## src/c_escape_sequence_decoder_core_macros.svh

```systemverilog
// ----------------------------------------------------------------------------
// Assertion macros for the escape sequence decoder
// Concurrent assertion wrappers, clocked on clk and disabled during reset.
// ----------------------------------------------------------------------------
`ifndef C_ESCAPE_SEQUENCE_DECODER_CORE_MACROS_SVH
`define C_ESCAPE_SEQUENCE_DECODER_CORE_MACROS_SVH

`ifndef SYNTHESIS

`define CESD_ASSERT_NOW(label, ante, cons, msg) \
	label: assert property (@(posedge clk) disable iff (!arst_n) (ante) |-> (cons)) \
		else $error(msg);

`define CESD_ASSERT_NEXT(label, ante, cons, msg) \
	label: assert property (@(posedge clk) disable iff (!arst_n) (ante) |=> (cons)) \
		else $error(msg);

`else

`define CESD_ASSERT_NOW(label, ante, cons, msg)

`define CESD_ASSERT_NEXT(label, ante, cons, msg)

`endif

`endif

```

## src/cesd_pkg.sv

```systemverilog
// ----------------------------------------------------------------------------
// cesd_pkg
// Types, character constants and lookup functions of the escape decoder.
// ----------------------------------------------------------------------------
package cesd_pkg;

	localparam int unsigned MAX_RESULTS = 5;
	localparam int unsigned CNT_W       = $clog2(MAX_RESULTS + 1);

	localparam logic [7:0] CH_BSLASH  = 8'h5C;
	localparam logic [7:0] CH_X       = 8'h78;
	localparam logic [7:0] CH_ZERO    = 8'h30;
	localparam logic [7:0] CH_NINE    = 8'h39;
	localparam logic [7:0] CH_LOWER_A = 8'h61;
	localparam logic [7:0] CH_LOWER_F = 8'h66;
	localparam logic [7:0] CH_UPPER_A = 8'h41;
	localparam logic [7:0] CH_UPPER_F = 8'h46;
	localparam logic [7:0] CH_HEX_TEN = 8'd10;
	localparam logic [7:0] CH_NUL     = 8'h00;

	typedef enum logic [3:0] {
		MODE_NORMAL = 4'b0001,
		MODE_ESC    = 4'b0010,
		MODE_HEX1   = 4'b0100,
		MODE_HEX2   = 4'b1000
	} mode_t;

	typedef struct packed {
		mode_t      mode;
		logic [7:0] held;
	} cesd_state_t;

	typedef struct packed {
		logic [CNT_W-1:0]            count;
		logic [MAX_RESULTS-1:0][7:0] bytes;
	} cesd_list_t;

	typedef struct packed {
		logic       emit;
		logic [7:0] val;
		mode_t      mode;
	} cesd_step_t;

	function automatic cesd_list_t push(cesd_list_t l, logic [7:0] v);
		cesd_list_t r;
		r = l;
		r.bytes[l.count] = v;
		r.count = CNT_W'(l.count + 1'b1);
		return r;
	endfunction

	// Returns the hit flag above the decoded value.
	function automatic logic [8:0] simple_escape(logic [7:0] c);
		logic [8:0] r;
		unique case (c)
			8'h61:   r = {1'b1, 8'd7};
			8'h62:   r = {1'b1, 8'd8};
			8'h66:   r = {1'b1, 8'd12};
			8'h6E:   r = {1'b1, 8'd10};
			8'h72:   r = {1'b1, 8'd13};
			8'h74:   r = {1'b1, 8'd9};
			8'h76:   r = {1'b1, 8'd11};
			8'h5C:   r = {1'b1, 8'd92};
			8'h3F:   r = {1'b1, 8'd63};
			8'h27:   r = {1'b1, 8'd39};
			8'h22:   r = {1'b1, 8'd34};
			8'h30:   r = {1'b1, 8'd0};
			default: r = {1'b0, c};
		endcase
		return r;
	endfunction

	// Returns the valid flag above the nibble value.
	function automatic logic [4:0] hex_value(logic [7:0] c);
		logic [4:0] r;
		r = '0;
		if (c >= CH_ZERO && c <= CH_NINE) begin
			r = {1'b1, 4'(c - CH_ZERO)};
		end else if (c >= CH_LOWER_A && c <= CH_LOWER_F) begin
			r = {1'b1, 4'(c - CH_LOWER_A + CH_HEX_TEN)};
		end else if (c >= CH_UPPER_A && c <= CH_UPPER_F) begin
			r = {1'b1, 4'(c - CH_UPPER_A + CH_HEX_TEN)};
		end
		return r;
	endfunction

	// One byte handled from the normal or the after-backslash mode.
	function automatic cesd_step_t step_plain(logic esc, logic [7:0] b);
		cesd_step_t r;
		logic [8:0] se;
		se     = simple_escape(b);
		r.emit = 1'b0;
		r.val  = b;
		r.mode = MODE_NORMAL;
		if (!esc) begin
			if (b == CH_BSLASH) begin
				r.mode = MODE_ESC;
			end else begin
				r.emit = 1'b1;
			end
		end else if (se[8]) begin
			r.emit = 1'b1;
			r.val  = se[7:0];
		end else if (b == CH_X) begin
			r.mode = MODE_HEX1;
		end else begin
			r.emit = 1'b1;
		end
		return r;
	endfunction

endpackage

```

## src/cesd_decode.sv

```systemverilog
// ----------------------------------------------------------------------------
// cesd_decode
// Builds the full list of result bytes for one input byte and the next state.
// ----------------------------------------------------------------------------
module cesd_decode (
	input  cesd_pkg::cesd_state_t cur,
	input  logic [7:0]            in_byte,
	input  logic                  in_last,
	output cesd_pkg::cesd_list_t  lst,
	output cesd_pkg::cesd_state_t nxt
);
	import cesd_pkg::*;

	cesd_step_t r1;
	cesd_step_t r2;
	cesd_step_t r3;
	logic [4:0] hi;
	logic [4:0] lo;

	always_comb begin
		lst = '0;
		nxt = cur;
		r1  = '0;
		r2  = '0;
		r3  = '0;
		hi  = hex_value(cur.held);
		lo  = hex_value(in_byte);
		unique case (cur.mode) inside
			MODE_NORMAL, MODE_ESC: begin
				r1 = step_plain(cur.mode == MODE_ESC, in_byte);
				if (r1.emit) begin
					lst = push(lst, r1.val);
				end
				nxt.mode = r1.mode;
			end
			MODE_HEX1: begin
				nxt.held = in_byte;
				nxt.mode = MODE_HEX2;
			end
			MODE_HEX2: begin
				nxt.held = '0;
				if (hi[4] && lo[4]) begin
					lst      = push(lst, {hi[3:0], lo[3:0]});
					nxt.mode = MODE_NORMAL;
				end else begin
					lst = push(lst, CH_BSLASH);
					lst = push(lst, CH_X);
					r1  = step_plain(1'b0, cur.held);
					if (r1.emit) begin
						lst = push(lst, r1.val);
					end
					r2 = step_plain(r1.mode == MODE_ESC, in_byte);
					if (r2.emit) begin
						lst = push(lst, r2.val);
					end
					nxt.mode = r2.mode;
				end
			end
			default: begin
				nxt.mode = MODE_NORMAL;
				nxt.held = '0;
			end
		endcase
		if (in_last) begin
			if (nxt.mode == MODE_HEX1) begin
				lst = push(lst, CH_X);
			end else if (nxt.mode == MODE_HEX2) begin
				lst = push(lst, CH_X);
				r3  = step_plain(1'b0, nxt.held);
				if (r3.emit) begin
					lst = push(lst, r3.val);
				end
			end
			nxt.mode = MODE_NORMAL;
			nxt.held = '0;
			lst      = push(lst, CH_NUL);
		end
	end

endmodule

```

## src/c_escape_sequence_decoder_core.sv

```systemverilog
// ----------------------------------------------------------------------------
// c_escape_sequence_decoder_core
// Decodes C escape sequences in a byte stream of string literal contents.
// ----------------------------------------------------------------------------
// The input channel carries one raw byte per request with a flag on the final
// byte of a literal; the output channel carries decoded bytes, a flag on the
// last result of each input request and a flag on the appended terminator.
// An accepted byte sits in the input register, from which its results move
// one at a time into the output register. A byte that yields no result
// retires at once, and a byte that yields one result retires as the output
// register takes it, so such bytes flow at one per cycle while the receiver
// does not stall. A byte that yields several results holds the input register
// until its last result is taken, as the output register takes one result
// each cycle while free; at most five results come from one byte.
// A new byte is taken whenever the input register is empty or retires in that
// cycle, even while the output register still waits for the receiver.
// When the receiver stalls, the output register holds its result and the
// input register holds any byte that has results, and the input channel then stops taking.
// Reset empties both registers and returns the decoder to its normal mode.
// ----------------------------------------------------------------------------
`include "c_escape_sequence_decoder_core_macros.svh"

module c_escape_sequence_decoder_core (
	input  logic       clk,
	input  logic       arst_n,
	input  logic       in_valid,
	output logic       in_ready,
	input  logic [7:0] in_byte,
	input  logic       in_last,
	output logic       out_valid,
	input  logic       out_ready,
	output logic [7:0] out_byte,
	output logic       run_end,
	output logic       is_terminator
);
	import cesd_pkg::*;

	logic             s1_valid_q;
	logic [7:0]       byte_s1;
	logic             last_s1;
	logic [CNT_W-1:0] idx_q;
	cesd_state_t      state_q;
	cesd_state_t      state_nxt;
	cesd_list_t       lst;
	logic             out_valid_q;
	logic [7:0]       out_byte_q;
	logic             run_end_q;
	logic             is_term_q;
	logic             out_free;
	logic             at_final;
	logic             emit;
	logic             item_done;

	cesd_decode u_decode (
		.cur     (state_q),
		.in_byte (byte_s1),
		.in_last (last_s1),
		.lst     (lst),
		.nxt     (state_nxt)
	);

	assign out_free  = !out_valid_q || out_ready;
	assign at_final  = idx_q == CNT_W'(lst.count - 1'b1);
	assign emit      = s1_valid_q && (lst.count != '0) && out_free;
	assign item_done = s1_valid_q && ((lst.count == '0) || (out_free && at_final));
	assign in_ready  = !s1_valid_q || item_done;

	always_ff @(posedge clk or negedge arst_n) begin
		if (!arst_n) begin
			s1_valid_q   <= 1'b0;
			idx_q        <= '0;
			state_q.mode <= MODE_NORMAL;
			state_q.held <= '0;
			out_valid_q  <= 1'b0;
		end else begin
			if (in_valid && in_ready) begin
				s1_valid_q <= 1'b1;
			end else if (item_done) begin
				s1_valid_q <= 1'b0;
			end
			if (item_done) begin
				state_q <= state_nxt;
			end
			if (emit) begin
				idx_q       <= at_final ? '0 : CNT_W'(idx_q + 1'b1);
				out_valid_q <= 1'b1;
			end else if (out_ready) begin
				out_valid_q <= 1'b0;
			end
		end
	end

	always_ff @(posedge clk) begin
		if (in_valid && in_ready) begin
			byte_s1 <= in_byte;
			last_s1 <= in_last;
		end
		if (emit) begin
			out_byte_q <= lst.bytes[idx_q];
			run_end_q  <= at_final;
			is_term_q  <= at_final && last_s1;
		end
	end

	assign out_valid     = out_valid_q;
	assign out_byte      = out_byte_q;
	assign run_end       = run_end_q;
	assign is_terminator = is_term_q;

	`CESD_ASSERT_NOW(a_idx_in_list, s1_valid_q && (lst.count != '0), idx_q < lst.count, "result index beyond list")
	`CESD_ASSERT_NOW(a_idx_idle, !s1_valid_q, idx_q == '0, "result index not cleared")
	`CESD_ASSERT_NOW(a_term_ends_run, out_valid_q && is_term_q, run_end_q, "terminator not last of run")
	`CESD_ASSERT_NEXT(a_literal_reset, item_done && last_s1, (state_q.mode == MODE_NORMAL) && (state_q.held == '0), "state not cleared after literal")
	`CESD_ASSERT_NEXT(a_multi_holds, s1_valid_q && !item_done, s1_valid_q && $stable(byte_s1), "input register lost its byte")

endmodule
```

## config.mk

```make
export PLATFORM = sky130hd
export DESIGN_NAME = c_escape_sequence_decoder_core
export DESIGN_NICKNAME = d
export VERILOG_FILES = /design/src/cesd_pkg.sv /design/src/cesd_decode.sv /design/src/c_escape_sequence_decoder_core.sv
export VERILOG_INCLUDE_DIRS = /design/src /design/src/src
export SDC_FILE = /design/constraint.sdc
export NUM_CORES = 1
export LEC_CHECK = 0
export BUFFER_PORTS_ARGS = -buffer_cell sky130_fd_sc_hd__buf_2
export CELL_PAD_IN_SITES_DETAIL_PLACEMENT = 2
export CELL_PAD_IN_SITES_GLOBAL_PLACEMENT = 2
export CORE_AREA = 4 4 99 101
export DETAILED_ROUTE_END_ITERATION = 8
export DIE_AREA = 0 0 103 105
export HOLD_SLACK_MARGIN = 0.06
export PLACE_DENSITY_LB_ADDON = 0.1
export SLEW_MARGIN = 20
export SYNTH_ARGS = -nofsm -noshare
export SYNTH_HDL_FRONTEND = slang
export SYNTH_SLANG_ARGS = --single-unit
```

## constraint.sdc

```tcl
create_clock -name clk -period 12.1 [get_ports clk]
set_clock_uncertainty 0.1 [all_clocks]
set_input_delay 2.42 -clock clk [delete_from_list [all_inputs] [get_ports clk]]
set_output_delay 2.42 -clock clk [all_outputs]
set_load 0.02 [all_outputs]
```

==> results.json, run 1 <==
{
  "outcome": "finished clean",
  "h-tree-depth": 2,
  "clk_path_buf_depth": 2,
  "route.detailed.drc": 0,
  "antenna_cells": 0,
  "fin_crit_sh": 0.674,
  "area.growth.synth_to_final_pct": 6.63,
  "dr.pass1.iters": 4,
  "syn_nets": 440,
  "power.leakage_nw": 1.43,
  "grt_pass1_wl_um": 21900,
  "yosysSeqAreaShare": 0.277,
  "setup-tns-final_ps": 0,
  "drive_gt1_frac": 0.161,
  "finalMaxSlewViolations": 0,
  "wirelength_um": 13800,
  "crit_type": "flop to primary output",
  "crit_fanout": 9,
  "die-area_um2": 10800,
  "dpl.cell_count": 525,
  "endpoint_kind": "primary output",
  "gp_congestion": 0.918,
  "period_minus_slack_ps": 8150,
  "grt_util_all_layers": 0.266,
  "die_y_um": 105,
  "ys_types": 90,
  "cts_setup_buffers": 0,
  "hp-class": "flop to flop",
  "vias": 3490,
  "grt_max_degree": 23,
  "drv_cap": 0,
  "core_um2": 9020,
  "ir_worst_vdd_mv": 0.102,
  "dieWidth_um": 103,
  "hpwl_um": 10700,
  "rsz0062_at_grt": "no",
  "via_per_inst": 6.55,
  "layout_commonest_cell": "nor2_1",
  "antenna_found_initial": 0,
  "clkSinkCount": 36,
  "tightest_slew_ps": 1020,
  "power.density_nw_per_um2": 170,
  "ctsResizeCount": 0,
  "wl_per_cell_um": 25.9,
  "crit_required_ps": 9580,
  "gr-total-overflow": 0,
  "setup_viol": 0,
  "io_pins": 25,
  "cts_tree": "done",
  "critPathArrivalTime_ps": 5630,
  "cts_hold_buf": 0,
  "postRouteAntennaNets": 0,
  "io_buffers": 24,
  "hold_viol_final": 0,
  "synth_seq_cells": 36,
  "start_kind": "flop",
  "yosys_warnings": 0,
  "netlist_instances": 414,
  "synth_area_um2": 3610,
  "synth_area_per_cell_um2": 8.71,
  "async_flop_share": 0.472,
  "cts_buffers": 5,
  "start_util": 0.400,
  "synth_top_area_frac": 0.158,
  "synth_top_flop_cell": "edfxtp_1",
  "cts_root_buf": "clkbuf_8",
  "rows": 35,
  "path_clk_slew_ps": 80,
  "final_nets": 447,
  "synth_edf_count": 19,
  "slew_headroom": 0.317,
  "initialDrtViolationCount": 201,
  "synth.area.top_cells": "edfxtp_1 16%, dfrtp_1 11%, ha_1 4.5%",
  "final_cell_mix": "38 x nor2_1, 32 x nand2_1, 24 x buf_2",
  "final_cell_count_no_fill": 533,
  "grt_pass1_vias": 3739,
  "synth_largest_area_cell": "edfxtp_1",
  "clk_latency_ps": 310,
  "max_freq_mhz": 123
}
-- worst paths after layout --
path | start | cells after the start | to | slack, ps
setup / recovery | byte_s1[1]$_DFFE_PP_ | 22 | in_ready | 3950
hold / removal | out_valid$_DFFE_PN0P_ | 2 | out_valid$_DFFE_PN0P_ | 460
setup reg to reg | byte_s1[1]$_DFFE_PP_ | 22 | byte_s1[0]$_DFFE_PP_ | 5770
hold reg to reg | out_valid$_DFFE_PN0P_ | 2 | out_valid$_DFFE_PN0P_ | 460
max in group asynchronous | arst_n | 1 | state_q[8]$_DFFE_PN1P_ | 9590
min in group asynchronous | arst_n | 1 | idx_q[2]$_DFFE_PN0P_ | 1960
-- metrics by stage --
step / power [W] / worst slack (ps) / util / area [um2] / hold slack (ps)
2_1_floorplan: 0.000454 / 5120 / - / 3610 / 406
3_3_place_gp: 0.000540 / 4650 / 0.414 / 3740 / 436
3_5_place_dp: 0.000556 / 4320 / 0.414 / 3740 / 456
4_1_cts: 0.000659 / 3970 / 0.426 / 3840 / 471
5_1_grt: 0.000701 / 3410 / 0.426 / 3840 / 516
6_report: 0.000655 / 3950 / 0.426 / 3840 / 455
-- sequential cells by signal, summed over array words and instances (netlist names) --
signal         cells
state_q           12
byte_s1            8
out_byte           8
idx_q              3
is_terminator      1
last_s1            1
out_valid          1
run_end            1
s1_valid_q         1
-- worst max-delay path, stage by stage, from the launching register on --
cell,delay [ps]
edfxtp_1,560
inv_1,250
ha_1,280
nand4b_1,200
mux2i_1,360
a31o_2,330
o31a_1,190
nand2_1,60
ha_1,300
inv_1,60
a2111oi_0,490
o31a_2,300
o311ai_0,110
o21ai_0,200
ha_1,230
xor2_1,250
inv_1,120
o221a_1,260
o22ai_1,240
a21oi_2,120
nor2_1,180
inv_1,50
buf_2,150
-- synthesized netlist by cell type (5+ instances only) --
cell       n
o21ai_1    5
ha_1      13
mux2i_1    5
nand2b_1   9
dfrtp_1   16
a21oi_1   15
o31ai_1    7
clkbuf_1  12
buf_2      5
nand3_1   11
nand2_1   32
o21ai_0   22
mux2_4     5
nor3_1    10
xnor2_1    6
nor2b_1   12
a31oi_1   11
a211oi_1   6
a211o_1    5
nor2_1    38
or3_1      5
edfxtp_1  19
a22o_1     5
inv_1     16
o211ai_1   7
-- where the power goes --
part	switching [W]	leakage (nW)	internal [W]	total [W]
clock network	0.0000498	0.0523	0.0000527	0.000103
logic	0.000189	0.974	0.000114	0.000302
registers	0.0000730	0.406	0.000177	0.000250
-- final cells by class --
class | instances | area (um2)
clock inverter | 2 | 12.5
multi-input combinational | 337 | 2410
timing repair buffer | 25 | 128
sequential | 36 | 997
inverter | 16 | 60.1
clock buffer | 6 | 93.8
tap | 111 | 139
fill | 1021 | 5180
-- logic make-up (layout without fill, tap and decap cells) --
logic type	count (synthesis)	in the layout	synth area share
muxes	14	14	0.0472
and+or+nand+nor	157	157	0.251
xor gates and xnor gates	11	11	0.0288
buffers and inverters	41	49	0.0538
adders and majority gates	13	13	0.0451
AOI/OAI and AO/OA	142	142	0.297
DFF	36	36	0.277
-- metal layers --
layer	track usage	vias to the layer above	share of wire
li1	-	1606	-
met1	0.343	1782	0.43
met2	0.455	73	0.51
met3	0.0354	29	0.038
met4	0.0786	0	0.022
met5	0	-	0
Power figures use the tool's default switching activity.
==> inputs of run 2 (changes only) <==
CORE_AREA = 4 4 103 105   (was 4 4 99 101)
DIE_AREA = 0 0 107 109   (was 0 0 103 105)
clock period = 7.8 ns   (was 12.1 ns; I/O delays follow)
==> run 2 against run 1 <==
  * Cell count is 5.4% higher
  * Combinational power grew 61%
  * Worst hold slack lost 17 ps
  * First-iteration DRC count up 1.0%
  * Wire length increased by 0.75%
  * Clock-buffer cell count unchanged
  * Via count up 0.83%
  * Critical path depth did not move
  * Critical path type unchanged
  * Largest cell class unchanged
  * Highest routed layer unchanged
==> results.json, run 2 (synthesized netlist as in run 1, its figures left out) <==
{
  "outcome": "finished clean",
  "power_frac_seq": 0.348,
  "crit_type": "flop to primary output",
  "drive_gt1_frac": 0.182,
  "clk_path_buf_depth": 2,
  "cts_tree": "done",
  "grt_max_degree": 23,
  "crit_path_end": "in_ready",
  "p_clk_frac": 0.206,
  "antenna_found_initial": 0,
  "gr-total-overflow": 0,
  "io_pins": 25,
  "route.detailed.drc": 0,
  "start_util": 0.374,
  "crit_fanout": 9,
  "r2r-start": "byte_s1[1]$_DFFE_PP_",
  "setup-tns-final_ps": 0,
  "wirelength_um": 13900,
  "rsz0062_at_grt": "no",
  "endpoint_kind": "primary output",
  "final_nets": 454,
  "p_sw_w": 0.000484,
  "clk_latency_ps": 300,
  "postRouteAntennaNets": 0,
  "clkSinkCount": 36,
  "h-tree-depth": 2,
  "swShare": 0.444,
  "cts_root_buf": "clkbuf_8",
  "critPathArrivalTime_ps": 5630,
  "dieWidth_um": 107,
  "gp_congestion": 0.916,
  "drv_cap": 0,
  "grt_pass1_vias": 3787,
  "core_um2": 9640,
  "period_minus_slack_ps": 7290,
  "power.density_nw_per_um2": 274,
  "power.internal_w": 0.000607,
  "top_register": "state_q",
  "die_y_um": 109,
  "power.leakage_nw": 1.49,
  "crit_required_ps": 6140,
  "fin_crit_sh": 0.935,
  "final_cell_mix": "37 x nor2_1, 32 x nand2_1, 24 x buf_2",
  "initialDrtViolationCount": 203,
  "p_comb_frac": 0.446,
  "setup_viol": 0,
  "hp-class": "flop to flop",
  "tightest_slew_ps": 908,
  "cts_buffers": 5,
  "via_per_inst": 6.26,
  "grt_pass1_wl_um": 22200,
  "ir_worst_vdd_mv": 0.159,
  "hold_viol_final": 0,
  "wl_per_cell_um": 24.8,
  "layout_commonest_cell": "nor2_1",
  "hpwl_um": 10600,
  "largest_reg_flops": 12,
  "max_freq_mhz": 137,
  "die-area_um2": 11700,
  "io_buffers": 24,
  "r2r-end": "byte_s1[0]$_DFFE_PP_",
  "area.growth.synth_to_final_pct": 10.5,
  "slew_headroom": 0.394,
  "cp-startpoint": "byte_s1[1]$_DFFE_PP_",
  "grt_util_all_layers": 0.246,
  "rows": 36,
  "finalMaxSlewViolations": 0,
  "antenna_cells": 0,
  "path_clk_slew_ps": 90,
  "worst-r2r-cell-count": 22,
  "start_kind": "flop",
  "final_util": 0.413,
  "worst_hold_slack_ps": 438,
  "r2r_setup_slack_ps": 1550,
  "vias": 3519,
  "dr.pass1.iters": 5
}
==> run 2: cell count changes in the layout (fill, tap and decap cells not counted), sizes merged <==
cell	change
clkinv	-1
bufinv	+2
buf	+7
clkinvlp	-1
==> run 2: worst min-delay path by stage <==
stage	start	end	depth (start not counted)	slack, ps
2_1_floorplan	state_q[7]$_DFFE_PN0P_	state_q[7]$_DFFE_PN0P_	1	410
3_3_place_gp	out_valid$_DFFE_PN0P_	out_valid$_DFFE_PN0P_	2	420
3_5_place_dp	out_valid$_DFFE_PN0P_	out_valid$_DFFE_PN0P_	2	430
4_1_cts	out_valid$_DFFE_PN0P_	out_valid$_DFFE_PN0P_	2	450
5_1_grt	out_valid$_DFFE_PN0P_	out_valid$_DFFE_PN0P_	2	490
6_report	out_valid$_DFFE_PN0P_	out_valid$_DFFE_PN0P_	2	440
==> run 2: critical path, cell delays in order, from the launching register on <==
cell       delay [ps]
edfxtp_1          570
inv_1             250
ha_1              290
nand4b_1          280
mux2i_2           350
a31o_2            320
o31a_1            190
nand2_1            70
ha_1              300
inv_1              70
a2111oi_2         340
o31a_2            270
o311ai_0          130
o21ai_0           210
ha_1              220
xor2_1            270
inv_1             140
o221a_1           260
o22ai_1           260
a21oi_2           120
nor2_1            180
inv_1              60
buf_2             160
==> run 2: metal layers <==
metal	routed length [um]	track usage
met5	0	0
met4	312	0.0795
met2	6960	0.424
met3	480	0.0272
met1	6160	0.322
==> run 2: timing repair <==
| item | in CTS | in global routing |
|---|---|---|
| hold buffers | 0 | 0 |
| setup endpoints to repair | 0 | 1 |
| buffers inserted | 0 | 5 |
| gates resized for setup | 0 | 4 |
==> run 2: power groups by stage <==
stage / registers [W] / logic [W] / clock network [W]
4_1_cts: 0.000382 / 0.000480 / 0.000227
2_1_floorplan: 0.000342 / 0.000363 / 0
3_5_place_dp: 0.000386 / 0.000477 / 0
3_3_place_gp: 0.000382 / 0.000459 / 0
6_report: 0.000380 / 0.000487 / 0.000225
5_1_grt: 0.000393 / 0.000536 / 0.000239
==> run 2: layout make-up <==
cell class	instances	area, um2
flip-flops and latches	36	997
well taps	133	166
fillers	1109	5650
clock buffers	6	93.8
clock inverters	2	60.1
inverters	16	60.1
multi-input cells	337	2430
repair buffers	32	180
==> run 2: metrics by stage <==
stage / power, W / area [um2] / instances / worst slack, ps
floorplan: 0.000705 / 3610 / 414 / 1680
global placement: 0.000841 / 3780 / 549 / 1220
detailed placement: 0.000863 / 3780 / 549 / 711
CTS: 0.00109 / 3940 / 557 / 368
global route: 0.00117 / 3990 / 562 / 47.0
finish: 0.00109 / 3990 / 562 / 507
==> inputs of run 3 (changes only) <==
CORE_AREA = 4 4 102 104   (was 4 4 103 105)
DIE_AREA = 0 0 106 108   (was 0 0 107 109)
SYNTH_HIERARCHICAL = 1   (was unset)
clock period = 8.45 ns   (was 7.8 ns; I/O delays follow)
==> run 3 against run 2 <==
  * Die area fell by 1.8%
  * Worst setup slack better by 1000 ps
  * Core utilization grew 1.6 points
  * Clock-buffer cell count increased by 1
  * Wire length fell by 1.2%
  * Synthesized cell count rose by 3.4%
  * Largest cell class unchanged
  * Highest routed layer unchanged
==> results.json, run 3 <==
{
  "outcome": "finished clean",
  "ir_worst_vdd_mv": 0.220,
  "hold_depth": 2,
  "cts_buffers": 5,
  "synth_area_um2": 3870,
  "crit_fanout": 9,
  "core_um2": 9550,
  "grt_pass1_wl_um": 21800,
  "synth_mux_area_frac": 0.107,
  "wl_per_cell_um": 24.1,
  "io_pins": 25,
  "cp_top_family": "compound AO/OA/AOI/OAI gates",
  "tightest_slew_ps": 1020,
  "synthSimpleGateAreaFrac": 0.244,
  "path_clk_slew_ps": 80,
  "synth_area_per_cell_um2": 9.05,
  "die-area_um2": 11400,
  "period_minus_slack_ps": 6930,
  "synth_largest_area_cell": "edfxtp_1",
  "grt_util_met3": 0.0257,
  "cts_tree": "done",
  "r2r-end": "state_q[6]$_DFFE_PN0P_",
  "die_y_um": 108,
  "cpMaxStageDelayCell": "a2111oi_2",
  "synth_common_cells": "42 x nand2_1, 40 x nor2_1, 26 x o21ai_0",
  "crit_path_max_incr_delay_ps": 780,
  "largest_reg_flops": 12,
  "synth_compound_area_frac": 0.235,
  "slew_headroom": 0.319,
  "grt_util_all_layers": 0.248,
  "wirelength_um": 13700,
  "cp_cell_sequence": "inv_1, ha_1, o21bai_1, a2111oi_2, a41o_1, a21o_1, a21oi_1, ha_1, o21ai_1, nor2_1, nand2_1, a31oi_1, inv_1, ha_1, xnor2_1, nor4b_4, nor2_1, inv_1, buf_2",
  "dr.pass1.iters": 4,
  "max_freq_mhz": 144,
  "synth_top_area_frac": 0.147,
  "top_register": "state_q",
  "crit_type": "flop to primary output",
  "rsz0062_at_grt": "no",
  "rows": 36,
  "clk_latency_ps": 300,
  "clkSinkCount": 36,
  "setup_viol": 0,
  "power.density_nw_per_um2": 256,
  "area.growth.synth_to_final_pct": 5.91,
  "postRouteAntennaNets": 0,
  "synth_seq_cells": 36,
  "cts_root_buf": "clkbuf_8",
  "synth_xor_area_frac": 0.0329,
  "setup-tns-final_ps": 0,
  "drv_cap": 0,
  "finalMaxSlewViolations": 0,
  "antenna_found_initial": 0,
  "ys_types": 86,
  "r2r_setup_slack_ps": 2750,
  "critPathArrivalTime_ps": 5140,
  "synth_edf_count": 19,
  "cts_setup_buffers": 0,
  "dieWidth_um": 106,
  "r2r-start": "byte_s1[1]$_DFFE_PP_",
  "worst-r2r-cell-count": 18,
  "grtUsageMet2": 0.412,
  "start_kind": "flop",
  "power.leakage_nw": 1.53,
  "clk_path_buf_depth": 2,
  "yosys_warnings": 6,
  "via_per_inst": 6.09,
  "ctsResizeCount": 0,
  "drive_gt1_frac": 0.204,
  "hold_path_startpoint": "out_valid$_DFFE_PN0P_",
  "crit_required_ps": 6660,
  "fin_crit_sh": 0.821,
  "start_util": 0.406,
  "synth_top_family_by_area": "simple AND/OR/NAND/NOR gates",
  "final_cell_mix": "42 x nand2_1, 40 x nor2_1, 26 x o21ai_0",
  "total_power_w": 0.00105,
  "grt_use_met1": 0.340,
  "gr-total-overflow": 0,
  "gp_congestion": 0.920,
  "cp_num_buf_inv": 4,
  "vias": 3473,
  "hp-class": "flop to flop",
  "top_usage_layer": "met2",
  "initialDrtViolationCount": 174,
  "synth.area.top_cells": "edfxtp_1 15%, dfrtp_1 10%, mux4_2 4.7%",
  "async_flop_share": 0.472,
  "cts_hold_buf": 0,
  "synth_top_flop_cell": "edfxtp_1",
  "antenna_cells": 0,
  "synth.most_common_cell": "nand2_1",
  "h-tree-depth": 2,
  "grt_pass1_vias": 3774,
  "fill_cells": 1118,
  "netlist_instances": 428,
  "endpoint_kind": "primary output",
  "grt_max_degree": 21,
  "yosysSeqAreaShare": 0.257,
  "final_nets": 463,
  "hold_viol_final": 0,
  "route.detailed.drc": 0,
  "io_buffers": 24,
  "layout_commonest_cell": "nand2_1",
  "whs_endpoint": "out_valid$_DFFE_PN0P_",
  "yosys.area_share.adder": 0.0452,
  "cp.depth": 19,
  "hpwl_um": 10400
}
## run 3: cell count changes after synthesis, sizes merged, moves of 5 or more
cell / previous run / this run
a221oi: 0 / 5
o211ai: 7 / 1
buf: 13 / 23
a31oi: 11 / 4
mux4: 0 / 8
mux2: 9 / 14
o31ai: 8 / 1
nor3: 13 / 6
nand2: 32 / 43
inv: 16 / 25
## run 3: metal layers
| metal | wire, um | vias to the layer above |
|---|---|---|
| met2 | 6630 | 95 |
| li1 | - | 1588 |
| met5 | 0 | - |
| met3 | 587 | 23 |
| met1 | 6200 | 1767 |
| met4 | 327 | 0 |
## run 3: how the worst max path moves through the flow
stage | start | to | slack [ps]
2_1_floorplan | byte_s1[1]$_DFFE_PP_ | in_ready | 2690
3_3_place_gp | byte_s1[1]$_DFFE_PP_ | in_ready | 2180
3_5_place_dp | byte_s1[0]$_DFFE_PP_ | in_ready | 1950
4_1_cts | byte_s1[0]$_DFFE_PP_ | in_ready | 1570
5_1_grt | byte_s1[1]$_DFFE_PP_ | in_ready | 1220
6_report | byte_s1[1]$_DFFE_PP_ | in_ready | 1520
## run 3: worst reg2reg max path: cells and delay by family, from the launching register on
family	cells	cell delay, ps
xor gates and xnor gates	1	340
DFF	1	520
buffers and inverters	2	280
adders and majority gates	3	960
muxes	1	410
and+or+nand+nor	3	390
AOI/OAI and AO/OA	8	2590
## run 3: per-stage QoR
stage	setup slack, ps	util	instance area (um2)	cells	hold slack [ps]
after CTS	1570	0.429	4100	570	446
final	1520	0.430	4100	570	436
after global placement	2180	0.421	4020	562	403
after detailed placement	1950	0.421	4020	562	435
after floorplan	2690	-	3900	435	376
after global routing	1220	0.430	4100	570	499
## run 3: cell families after synthesis
| kind of cell | after synthesis |
|---|---|
| simple gates | 162 |
| compound gates | 117 |
| buf+inv | 60 |
| flops | 36 |
| mux | 26 |
| fa+ha+maj | 14 |
| xor+xnor | 12 |
| other cells | 1 |
## run 3: layout make-up
type	instances	area (um2)	area share
Sequential cell	36	997	0.243
Multi-Input combinational cell	339	2610	0.635
Inverter	25	93.8	0.0229
Clock buffer	7	76.3	0.0186
Timing Repair Buffer	29	158	0.0384
Tap cell	133	166	0.0406
Clock inverter	1	5.00	0.00122
## run 3: report_power, final
part | internal (W) | leakage (nW) | switching, W
logic | 0.000223 | 1.08 | 0.000345
clock network | 0.0000580 | 0.0422 | 0.0000689
registers | 0.000259 | 0.406 | 0.0000965
